$ cat src/design/fpfla_pkg.sv
// ----------------------------------------------------------------------------
// fpfla_pkg
// Shared types and constants for the fixed-pool free-list allocator:
// command codes, active-count width and the controller state type.
// ----------------------------------------------------------------------------
package fpfla_pkg;

   // Command codes carried by an input item.
   localparam logic CMD_ALLOC = 1'b0;
   localparam logic CMD_FREE  = 1'b1;

   // The active count is a fixed 8-bit field that saturates at its top.
   localparam int unsigned COUNT_W = 8;
   localparam logic [COUNT_W-1:0] COUNT_MAX = 8'd255;

   // Controller states.
   typedef enum logic [1:0] {
      ST_SWEEP,
      ST_IDLE,
      ST_FETCH
   } alc_state_type;

endpackage

$ cat src/design/fixed_pool_free_list_allocator.sv
// ----------------------------------------------------------------------------
// fixed_pool_free_list_allocator
// Hands out and takes back fixed slots through a LIFO free list whose links
// live in a synchronous RAM. Each item gets exactly one result that carries
// the active count after the item.
//
//   Channel  Direction  Handshake           Payload
//   req      in         req_valid/req_stall req_command, req_free_slot
//   rsp      out        rsp_valid/rsp_stall rsp_ok, rsp_slot_index,
//                                           rsp_active_count
//
// A free, a rejected free and an allocate on an empty pool load their result
// into the output register in the cycle they are taken. A granted allocate
// first passes through ST_FETCH: the link of the head slot is read from the
// link RAM, whose read data is registered. After reset a clearing pass
// (ST_SWEEP) writes the initial links; req_stall stays high during it.
// The result sits in an output register; a new item is taken while the held
// result is being taken, and req_stall rises while an unaccepted result waits.
// ----------------------------------------------------------------------------
module fixed_pool_free_list_allocator #(
   parameter int unsigned POOL_SLOTS = 255
) (
   input  logic                                  clock,
   input  logic                                  reset,
   input  logic                                  req_valid,
   output logic                                  req_stall,
   input  logic                                  req_command,
   input  logic [$clog2(POOL_SLOTS+1)-1:0]       req_free_slot,
   output logic                                  rsp_valid,
   input  logic                                  rsp_stall,
   output logic                                  rsp_ok,
   output logic [$clog2(POOL_SLOTS+1)-1:0]       rsp_slot_index,
   output logic [fpfla_pkg::COUNT_W-1:0]         rsp_active_count
);

   import fpfla_pkg::*;

   // A slot number holds 0..POOL_SLOTS; the value POOL_SLOTS is the null link.
   localparam int unsigned SLOT_W = $clog2(POOL_SLOTS + 1);
   localparam int unsigned ADDR_W = $clog2(POOL_SLOTS);
   localparam logic [SLOT_W-1:0] NULL_LINK = SLOT_W'(POOL_SLOTS);
   localparam logic [ADDR_W-1:0] LAST_ADDR = ADDR_W'(POOL_SLOTS - 1);

   alc_state_type state_ff, state_in;

   logic [ADDR_W-1:0]  sweep_ff, sweep_in;
   logic [SLOT_W-1:0]  head_ff, head_in;
   logic [COUNT_W-1:0] count_ff, count_in;

   logic               rsp_valid_ff, rsp_valid_in;
   logic               rsp_ok_ff, rsp_ok_in;
   logic [SLOT_W-1:0]  rsp_slot_ff, rsp_slot_in;
   logic [COUNT_W-1:0] rsp_count_ff, rsp_count_in;
   logic               rsp_load;

   logic               out_free;
   logic               req_take;
   logic               pool_empty;
   logic               slot_in_range;

   logic               ram_wr_en;
   logic [ADDR_W-1:0]  ram_wr_addr;
   logic [SLOT_W-1:0]  ram_wr_data;
   logic               ram_rd_en;
   logic [SLOT_W-1:0]  ram_rd_data;

   // Link store: one link per slot.
   fpfla_ram #(
      .WIDTH (SLOT_W),
      .DEPTH (POOL_SLOTS)
   ) u_link_ram (
      .clock   (clock),
      .wr_en   (ram_wr_en),
      .wr_addr (ram_wr_addr),
      .wr_data (ram_wr_data),
      .rd_en   (ram_rd_en),
      .rd_addr (head_ff[ADDR_W-1:0]),
      .rd_data (ram_rd_data)
   );

   // The output register can take a new result when empty or being drained.
   assign out_free      = !rsp_valid_ff || !rsp_stall;
   assign req_stall     = (state_ff != ST_IDLE) || !out_free;
   assign req_take      = req_valid && !req_stall;
   assign pool_empty    = (head_ff >= NULL_LINK);
   assign slot_in_range = (req_free_slot < NULL_LINK);

   // Next-state logic.
   always_comb begin
      state_in = state_ff;
      unique case (state_ff)
         ST_SWEEP: begin
            if (sweep_ff == LAST_ADDR) begin
               state_in = ST_IDLE;
            end
         end
         ST_IDLE: begin
            if (req_take && (req_command == CMD_ALLOC) && !pool_empty) begin
               state_in = ST_FETCH;
            end
         end
         ST_FETCH: begin
            state_in = ST_IDLE;
         end
         default: begin
            state_in = ST_SWEEP;
         end
      endcase
   end

   // Datapath and memory control for each state.
   always_comb begin
      sweep_in     = sweep_ff;
      head_in      = head_ff;
      count_in     = count_ff;
      ram_wr_en    = 1'b0;
      ram_wr_addr  = sweep_ff;
      ram_wr_data  = SLOT_W'(sweep_ff) + SLOT_W'(1);
      ram_rd_en    = 1'b0;
      rsp_load     = 1'b0;
      rsp_ok_in    = 1'b0;
      rsp_slot_in  = '0;
      rsp_count_in = count_ff;
      unique case (state_ff)
         ST_SWEEP: begin
            // Entry i links to i+1; the last entry gets POOL_SLOTS, the null link.
            ram_wr_en = 1'b1;
            sweep_in  = sweep_ff + ADDR_W'(1);
         end
         ST_IDLE: begin
            if (req_take) begin
               if (req_command == CMD_ALLOC) begin
                  if (pool_empty) begin
                     // Empty pool: report failure, no state change.
                     rsp_load = 1'b1;
                  end else begin
                     // Fetch the link of the head slot.
                     ram_rd_en = 1'b1;
                  end
               end else begin
                  if (slot_in_range) begin
                     // Push the slot onto the head of the list.
                     ram_wr_en    = 1'b1;
                     ram_wr_addr  = req_free_slot[ADDR_W-1:0];
                     ram_wr_data  = head_ff;
                     head_in      = req_free_slot;
                     if (count_ff != '0) begin
                        count_in = count_ff - COUNT_W'(1);
                     end
                     rsp_ok_in    = 1'b1;
                     rsp_slot_in  = req_free_slot;
                     rsp_count_in = count_in;
                  end
                  rsp_load = 1'b1;
               end
            end
         end
         ST_FETCH: begin
            // Pop the head: follow its link and mark it detached.
            ram_wr_en    = 1'b1;
            ram_wr_addr  = head_ff[ADDR_W-1:0];
            ram_wr_data  = NULL_LINK;
            head_in      = ram_rd_data;
            if (count_ff < COUNT_MAX) begin
               count_in = count_ff + COUNT_W'(1);
            end
            rsp_load     = 1'b1;
            rsp_ok_in    = 1'b1;
            rsp_slot_in  = head_ff;
            rsp_count_in = count_in;
         end
         default: begin
            sweep_in = '0;
         end
      endcase
   end

   // Output valid: set on a new result, cleared when the result is taken.
   always_comb begin
      priority if (rsp_load) begin
         rsp_valid_in = 1'b1;
      end else if (!rsp_stall) begin
         rsp_valid_in = 1'b0;
      end else begin
         rsp_valid_in = rsp_valid_ff;
      end
   end

   // Control registers.
   always_ff @(posedge clock) begin
      if (reset) begin
         state_ff     <= ST_SWEEP;
         sweep_ff     <= '0;
         head_ff      <= '0;
         count_ff     <= '0;
         rsp_valid_ff <= 1'b0;
      end else begin
         state_ff     <= state_in;
         sweep_ff     <= sweep_in;
         head_ff      <= head_in;
         count_ff     <= count_in;
         rsp_valid_ff <= rsp_valid_in;
      end
   end

   // Result payload register.
   always_ff @(posedge clock) begin
      if (rsp_load) begin
         rsp_ok_ff    <= rsp_ok_in;
         rsp_slot_ff  <= rsp_slot_in;
         rsp_count_ff <= rsp_count_in;
      end
   end

   assign rsp_valid        = rsp_valid_ff;
   assign rsp_ok           = rsp_ok_ff;
   assign rsp_slot_index   = rsp_slot_ff;
   assign rsp_active_count = rsp_count_ff;

endmodule

$ cat src/design/fpfla_ram.sv
// ----------------------------------------------------------------------------
// fpfla_ram
// Generic single-clock RAM with one write port and one read port.
// The read data is registered, so it appears in the cycle after the address.
// ----------------------------------------------------------------------------
module fpfla_ram #(
   parameter int unsigned WIDTH = 8,
   parameter int unsigned DEPTH = 255
) (
   input  logic                     clock,
   input  logic                     wr_en,
   input  logic [$clog2(DEPTH)-1:0] wr_addr,
   input  logic [WIDTH-1:0]         wr_data,
   input  logic                     rd_en,
   input  logic [$clog2(DEPTH)-1:0] rd_addr,
   output logic [WIDTH-1:0]         rd_data
);

   logic [WIDTH-1:0] mem_ff [DEPTH];
   logic [WIDTH-1:0] rd_data_ff;

   // Write port.
   always_ff @(posedge clock) begin
      if (wr_en) begin
         mem_ff[wr_addr] <= wr_data;
      end
   end

   // Registered read port.
   always_ff @(posedge clock) begin
      if (rd_en) begin
         rd_data_ff <= mem_ff[rd_addr];
      end
   end

   assign rd_data = rd_data_ff;

endmodule
$ cat config.mk
export PLATFORM = sky130hd
export DESIGN_NAME = fixed_pool_free_list_allocator
export DESIGN_NICKNAME = d
export VERILOG_FILES = /design/src/design/fpfla_pkg.sv /design/src/design/fixed_pool_free_list_allocator.sv /design/src/design/fpfla_ram.sv
export SDC_FILE = /design/constraint.sdc
export NUM_CORES = 2
export LEC_CHECK = 0
export ABC_AREA = 1
export BUFFER_PORTS_ARGS = -buffer_cell sky130_fd_sc_hd__buf_2
export CAP_MARGIN = 0
export CORE_UTILIZATION = 44
export CTS_BUF_LIST = sky130_fd_sc_hd__clkbuf_4
export DETAILED_ROUTE_END_ITERATION = 7
export HOLD_SLACK_MARGIN = 0.02
export MAX_ROUTING_LAYER = met4
export PLACE_DENSITY_LB_ADDON = 0.1
export SYNTH_ARGS = -nofsm -noshare
export SYNTH_HDL_FRONTEND = slang
export SYNTH_SLANG_ARGS = --single-unit
$ cat constraint.sdc
create_clock -name clock -period 27.2 [get_ports clock]
set_input_delay 1.36 -clock clock [delete_from_list [all_inputs] [get_ports clock]]
set_output_delay 1.36 -clock clock [all_outputs]
set_load 0.05 [all_outputs]
After elaboration in Yosys (flattened, before gate mapping)

Memory sizes are Yosys's and may differ from the RTL's. A register that Yosys moved wholly into a read port is not among the register bits.
Cells that the tools add are included.

Register bits: 44
Bits in writable memories: 2040
Input port bits: 13
Output and inout port bits: 19
Word-level logic and storage cells: 86
Memories: 1

Add/subtract/negate cells: 3
Order comparisons: 3
Eq/ne operators: 10
Muxes and demuxes: 43
Bitwise gates (word level): 1
Reductions and logical operators: 17

Memory list:

| memory            | words | width | rd ports | clocked after memory_dff | wr ports | line            | RTL |
|---|---|---|---|---|---|---|---|
| u_link_ram.mem_ff | 255   | 8     | 1        | 1                        | 1        | fpfla_ram.sv:19 | `logic [WIDTH-1:0] mem_ff [DEPTH];` |

Operators with widths:

| operator                                               | number |
|---|---|
| two-way mux 8 bit                                      | 17 |
| one-hot mux 8 bit (2 select lines)                     | 6 |
| adder 8 x 1 -> 8 bit (second input constant)           | 2 |
| less-than comparator 8 bit (second input constant)     | 2 |
| two-way mux 1 bit                                      | 14 |
| inequality test 2 bit (second input constant)          | 5 |
| equality test 8 bit (second input constant)            | 1 |
| >= comparator 8 bit (second input constant)            | 1 |
| nonzero test 8 bit                                     | 1 |
| subtractor 8 x 1 -> 8 bit (second input constant)      | 1 |
| one-hot mux 1 bit (2 select lines)                     | 3 |
| one-hot mux 2 bit (3 select lines)                     | 1 |
| logical NOT 1 bit                                      | 5 |
| two-way mux 2 bit                                      | 2 |
| inequality test 2 x 1 -> 1 bit (second input constant) | 2 |
| AND reduction 4 bit                                    | 1 |
| OR reduction 2 bit                                     | 2 |
| logical AND 1 bit                                      | 3 |
| equality test 2 x 1 -> 1 bit (second input constant)   | 1 |
| equality test 2 bit (second input constant)            | 1 |
| logical NOT 2 bit                                      | 1 |
| logical OR 1 bit                                       | 2 |
| AND reduction 2 bit                                    | 1 |
| nonzero test 2 bit                                     | 1 |
| NOT 1 bit                                              | 1 |

Longest topological paths before layout

Word-level depth: 10
Depth in mapped cells: 18
Mapped depth without buffers: 14

Hierarchy

From an unflattened synthesis, not the netlist that was laid out.

Cells, all modules: 7447
Area total of the unflattened synthesis: 86200.2 um^2

Modules (own cells, without submodules):

| module                         | times used | cells an instance | area an instance (um^2) | sequential area each (um^2) |
|---|---|---|---|---|
| fpfla_ram                      | 1          | 6994              | 83136.0                 | 61499.0 |
| fixed_pool_free_list_allocator | 1          | 453               | 3064.2                  | 1051.0 |

Worst setup path before layout

No wires, ideal clock.

Kind: input to register
From: input port rsp_stall
To: memory u_link_ram.mem_ff[0][6] (data pin)
Setup time: 1623 ps
Data arrival time: 9223 ps
Data required time: 25577 ps
Slack: 16354 ps
Cell stages on the path: 9
Path buffers: 2
Cells stage by stage: nand2_1 nand3_2 nor2_4 nand2_4 buf_6 clkbuf_1 a21oi_1 o21ai_0 a22oi_1

Cells in the longest elaborated chain, start to end: 8

RTL lines:

| what                               | line                                  | RTL |
|---|---|---|
| start: declaration                 | fixed_pool_free_list_allocator.sv:30  | `input logic rsp_stall,` |
| logical NOT 1 bit                  | n/a                                   |  |
| logical OR 1 bit                   | fixed_pool_free_list_allocator.sv:82  | `assign out_free = !rsp_valid_ff \|\| !rsp_stall;` |
| logical NOT 1 bit                  | fixed_pool_free_list_allocator.sv:83  | `assign req_stall = (state_ff != ST_IDLE) \|\| !out_free;` |
| logical OR 1 bit                   | fixed_pool_free_list_allocator.sv:83  |  |
| logical NOT 1 bit                  | fixed_pool_free_list_allocator.sv:84  | `assign req_take = req_valid && !req_stall;` |
| logical AND 1 bit                  | fixed_pool_free_list_allocator.sv:84  |  |
| two-way mux 8 bit                  | fixed_pool_free_list_allocator.sv:131 | `if (req_take) begin` |
| one-hot mux 8 bit (2 select lines) | fixed_pool_free_list_allocator.sv:124 | `unique case (state_ff)` |
| named net ram_wr_data[6]           | fixed_pool_free_list_allocator.sv:63  | `logic [SLOT_W-1:0] ram_wr_data;` |
| end: declaration                   | fpfla_ram.sv:19                       |  |

The timed path passes the listed nets, and every way through them passes these cells.

Worst setup path after layout

From: register state_ff[0]
To: memory u_link_ram.mem_ff[102][0] (data pin)

Cells in the longest elaborated chain, start to end: 6
Elaborated cells on any way between the ends: 8
Those cells by class: 3 x eq/ne; 2 x mux; 3 x reduce/logical

RTL lines:

| what                                   | line                                  | RTL |
|---|---|---|
| start: declaration                     | fixed_pool_free_list_allocator.sv:44  | `alc_state_type state_ff, state_in;` |
| start signal: assignment               | fixed_pool_free_list_allocator.sv:198 | `state_ff <= state_in;` |
| inequality test 2 x 1 -> 1 bit         | fixed_pool_free_list_allocator.sv:83  |  |
| logical OR 1 bit                       | fixed_pool_free_list_allocator.sv:83  |  |
| logical NOT 1 bit                      | fixed_pool_free_list_allocator.sv:84  |  |
| logical AND 1 bit                      | fixed_pool_free_list_allocator.sv:84  |  |
| two-way mux 8 bit                      | fixed_pool_free_list_allocator.sv:131 |  |
| one-hot mux 8 bit (2 select lines) (*) | fixed_pool_free_list_allocator.sv:124 |  |
| named net ram_wr_data[0]               | fixed_pool_free_list_allocator.sv:63  |  |

The timed path passes the listed nets; every way through them passes the cells marked *.

==> flow_summary.ini <==
[route]
wl_per_cell_um = 23.59
firstDrtPassIters = 6
viasPerCell = 5.405
drt-total-wl_mm = 264.3
antenna_left = 0
num_vias = 60550
first_iter_violations = 6691
drc = 0

[global_route]
grt_pass1_wl_mm = 388.7
grt_pass1_vias = 59600
grt_start_max_net_pins = 198
antenna_found_initial = 12
gr-total-overflow = 0
grt_usage = 0.2700

[timing]
setup_viol = 0
setup_tns_ns = 0
max-slew-margin-rel = 0.1376
tightest_slew_ns = 1.294
finalCritPeriodShare = 0.1943
fmax_mhz = 189.2
fin_skew_ns = 0.1092
hold_viol = 0
rsz0062_at_grt = no
final.min_clock_period_ns = 5.286
finalMaxSlewViolations = 0

[setup_path]
arrival_ns = 6.29
crit_buf_inv = 6
crit_family = buffers and inverters
end_kind = flip-flop
cp_slowest_stage_delay_ns = 0.82
worstPathMaxFanout = 138
slowest_stage = buf_4
crit_required_ns = 28.20
path_cells = inv_1, ha_1, buf_4, inv_2, nor2_1, a21oi_4, buf_4, buf_12, buf_4
critPathLaunchType = flip-flop
cpMostUsedCell = buf_4
crit_type = flip-flop to flip-flop

[logic_synthesis]
yosys.area_share.xor_xnor = 0.0004000
muxShareOfSynthArea = 0
syn_inst = 7961
synth_top_family_by_area = simple AND/OR/NAND/NOR gates
async_reset_ff_frac = 0
yosysWarnings = 0
synth-seq-cells = 2092
yosysUniqueCellTypes = 41
synth_adder_area_share = 0.001429
synth_flop_cell = edfxtp_1
synth_area_um2 = 87580
synth_simple_gate_area_frac = 0.2178
yosysSeqAreaShare = 0.7142
synth_fp_nets = 7984
synth_compound_area_frac = 0.02583
synth_edf_count = 2065
syn_area_per_cell_um2 = 11.00

[clocking]
cts_buffers = 578
cts_tree = built
cts.path.max_buffers = 4
cts_root_buf = clkbuf_4
cts_setup_buffers = 0
clock_sinks = 2092
holdBufCountCts = 0
clock_latency_ns = 1.39
cts_resized = 0
cts_max_level = 6
path_clk_slew_ns = 0.07

[place]
place.gp.congestion = 0.9339
hpwlAfterDp_mm = 146.8
dp.cells = 10240
port_buffers = 31

[run_status]
outcome = complete, no violations

[floorplanning]
start_util = 0.4432
die_area_um2 = 200800
io_pins = 32
die_h_um = 448.2
die_x_um = 448.2
fp-row-count = 163
coreArea_um2 = 197600

[hold_path]
hold_path_class = input pin to flip-flop

[power_and_ir_drop]
p_int_w = 0.006649
p_clk_frac = 0.245
power.net_switching_w = 0.004539
power.share.sequential = 0.410
swShare = 0.4057
total_power_w = 0.01119
power.leakage_nw = 36.12
power_density_nw_per_um2 = 115.4
p_comb_frac = 0.345
ir_worst_vdd_uv = 166.1

[finish]
fillers = 18100
area_growth_pct = 10.68
layout.cells.non_filler = 11200
final_nets = 8199
final_core_util = 0.4905
layout-drive-gt1-share = 0.1310
mostFrequentLayoutCell = nand2_1
layout_common_cells = nand2_1 (2,476), edfxtp_1 (2,065), nand3_1 (1,331)

[flow_run]
max_cap_violations = 0
cells by family after synthesis:
| family | after synthesis |
|---|---|
| and+or+nand+nor | 4560 |
| DFF | 2092 |
| buffers and inverters | 881 |
| AOI/OAI and AO/OA | 414 |
| adders and majority gates | 10 |
| xor gates and xnor gates | 4 |
power groups by stage:
stage	registers (W)	clock network (W)	logic, W
6_report	0.00458	0.00274	0.00386
5_1_grt	0.00459	0.00298	0.00413
4_1_cts	0.00458	0.00281	0.00387
3_5_place_dp	0.00465	0	0.00386
3_3_place_gp	0.00465	0	0.00386
2_1_floorplan	0.00498	0	0.00202
layout make-up:
| type | count | area, µm² | area share |
|---|---|---|---|
| Tap cell | 2640 | 3303 | 0.03408 |
| Multi-Input combinational cell | 4988 | 21660 | 0.2235 |
| Timing Repair Buffer | 128 | 1008 | 0.01040 |
| Clock buffer | 872 | 6546 | 0.06753 |
| Clock inverter | 90 | 349.1 | 0.003601 |
| Sequential cell | 2092 | 62570 | 0.6454 |
| Inverter | 388 | 1485 | 0.01532 |
| Antenna cell | 6 | 15.01 | 0.0001549 |
sequential cells by signal (all words and copies together), names as in the netlist:
| register | cells |
|---|---|
| sweep_ff | 8 |
| rsp_slot_index | 8 |
| u_link_ram.rd_data | 8 |
| rsp_ok | 1 |
| state_ff | 2 |
| u_link_ram.mem_ff | 2040 |
| rsp_valid | 1 |
| count_ff | 8 |
| rsp_active_count | 8 |
| head_ff | 8 |
path summary, 6_finish.rpt:
kind,start,end,slack [ns],depth (start not counted)
min reg2reg,sweep_ff[4],sweep_ff[4],0.56,2
min,req_free_slot[3],head_ff[3],0.38,3
max,state_ff[0],u_link_ram.mem_ff[102][0],21.91,9
max reg2reg,state_ff[0],u_link_ram.mem_ff[102][0],21.91,9
worst register-to-register path, cell delays in order, from the launching register on:
cell	delay [ns]
dfxtp_1	0.41
inv_1	0.11
ha_1	0.30
buf_4	0.24
inv_2	0.59
nor2_1	0.43
a21oi_4	0.60
buf_4	0.57
buf_12	0.65
buf_4	0.96
routing by layer:
metal  vias to the layer above  global-route usage  part of all wire
met3                       426             0.05101             0.075
met4                         0             0.09183             0.027
li1                      28060                   -                 -
met2                      2436              0.4087              0.47
met5                         -                   -                 0
met1                     29630              0.3663              0.43
metrics by stage:
stage	cell area, µm²	setup slack (ns)	hold slack [ns]
6_report	96940	21.91	0.3770
5_1_grt	96930	21.67	0.2825
4_1_cts	96920	21.95	0.2047
3_5_place_dp	90030	21.49	0.5469
3_3_place_gp	90030	21.39	0.5325
2_1_floorplan	87580	16.35	0.4947
cell usage after synthesis (all sizes together) (18+ instances only):
master	count	area, µm²
inv	384	1441
a21oi	99	536.8
o211ai	34	255.2
nand4	18	112.6
o21ai	250	1262
nand3	1351	6809
nand2	2495	9420
buf	210	1012
edfxtp	2065	62010
clkbuf	283	1062
nor2	674	2592
dfxtp	27	540.5
Power figures use the tool's default switching activity.
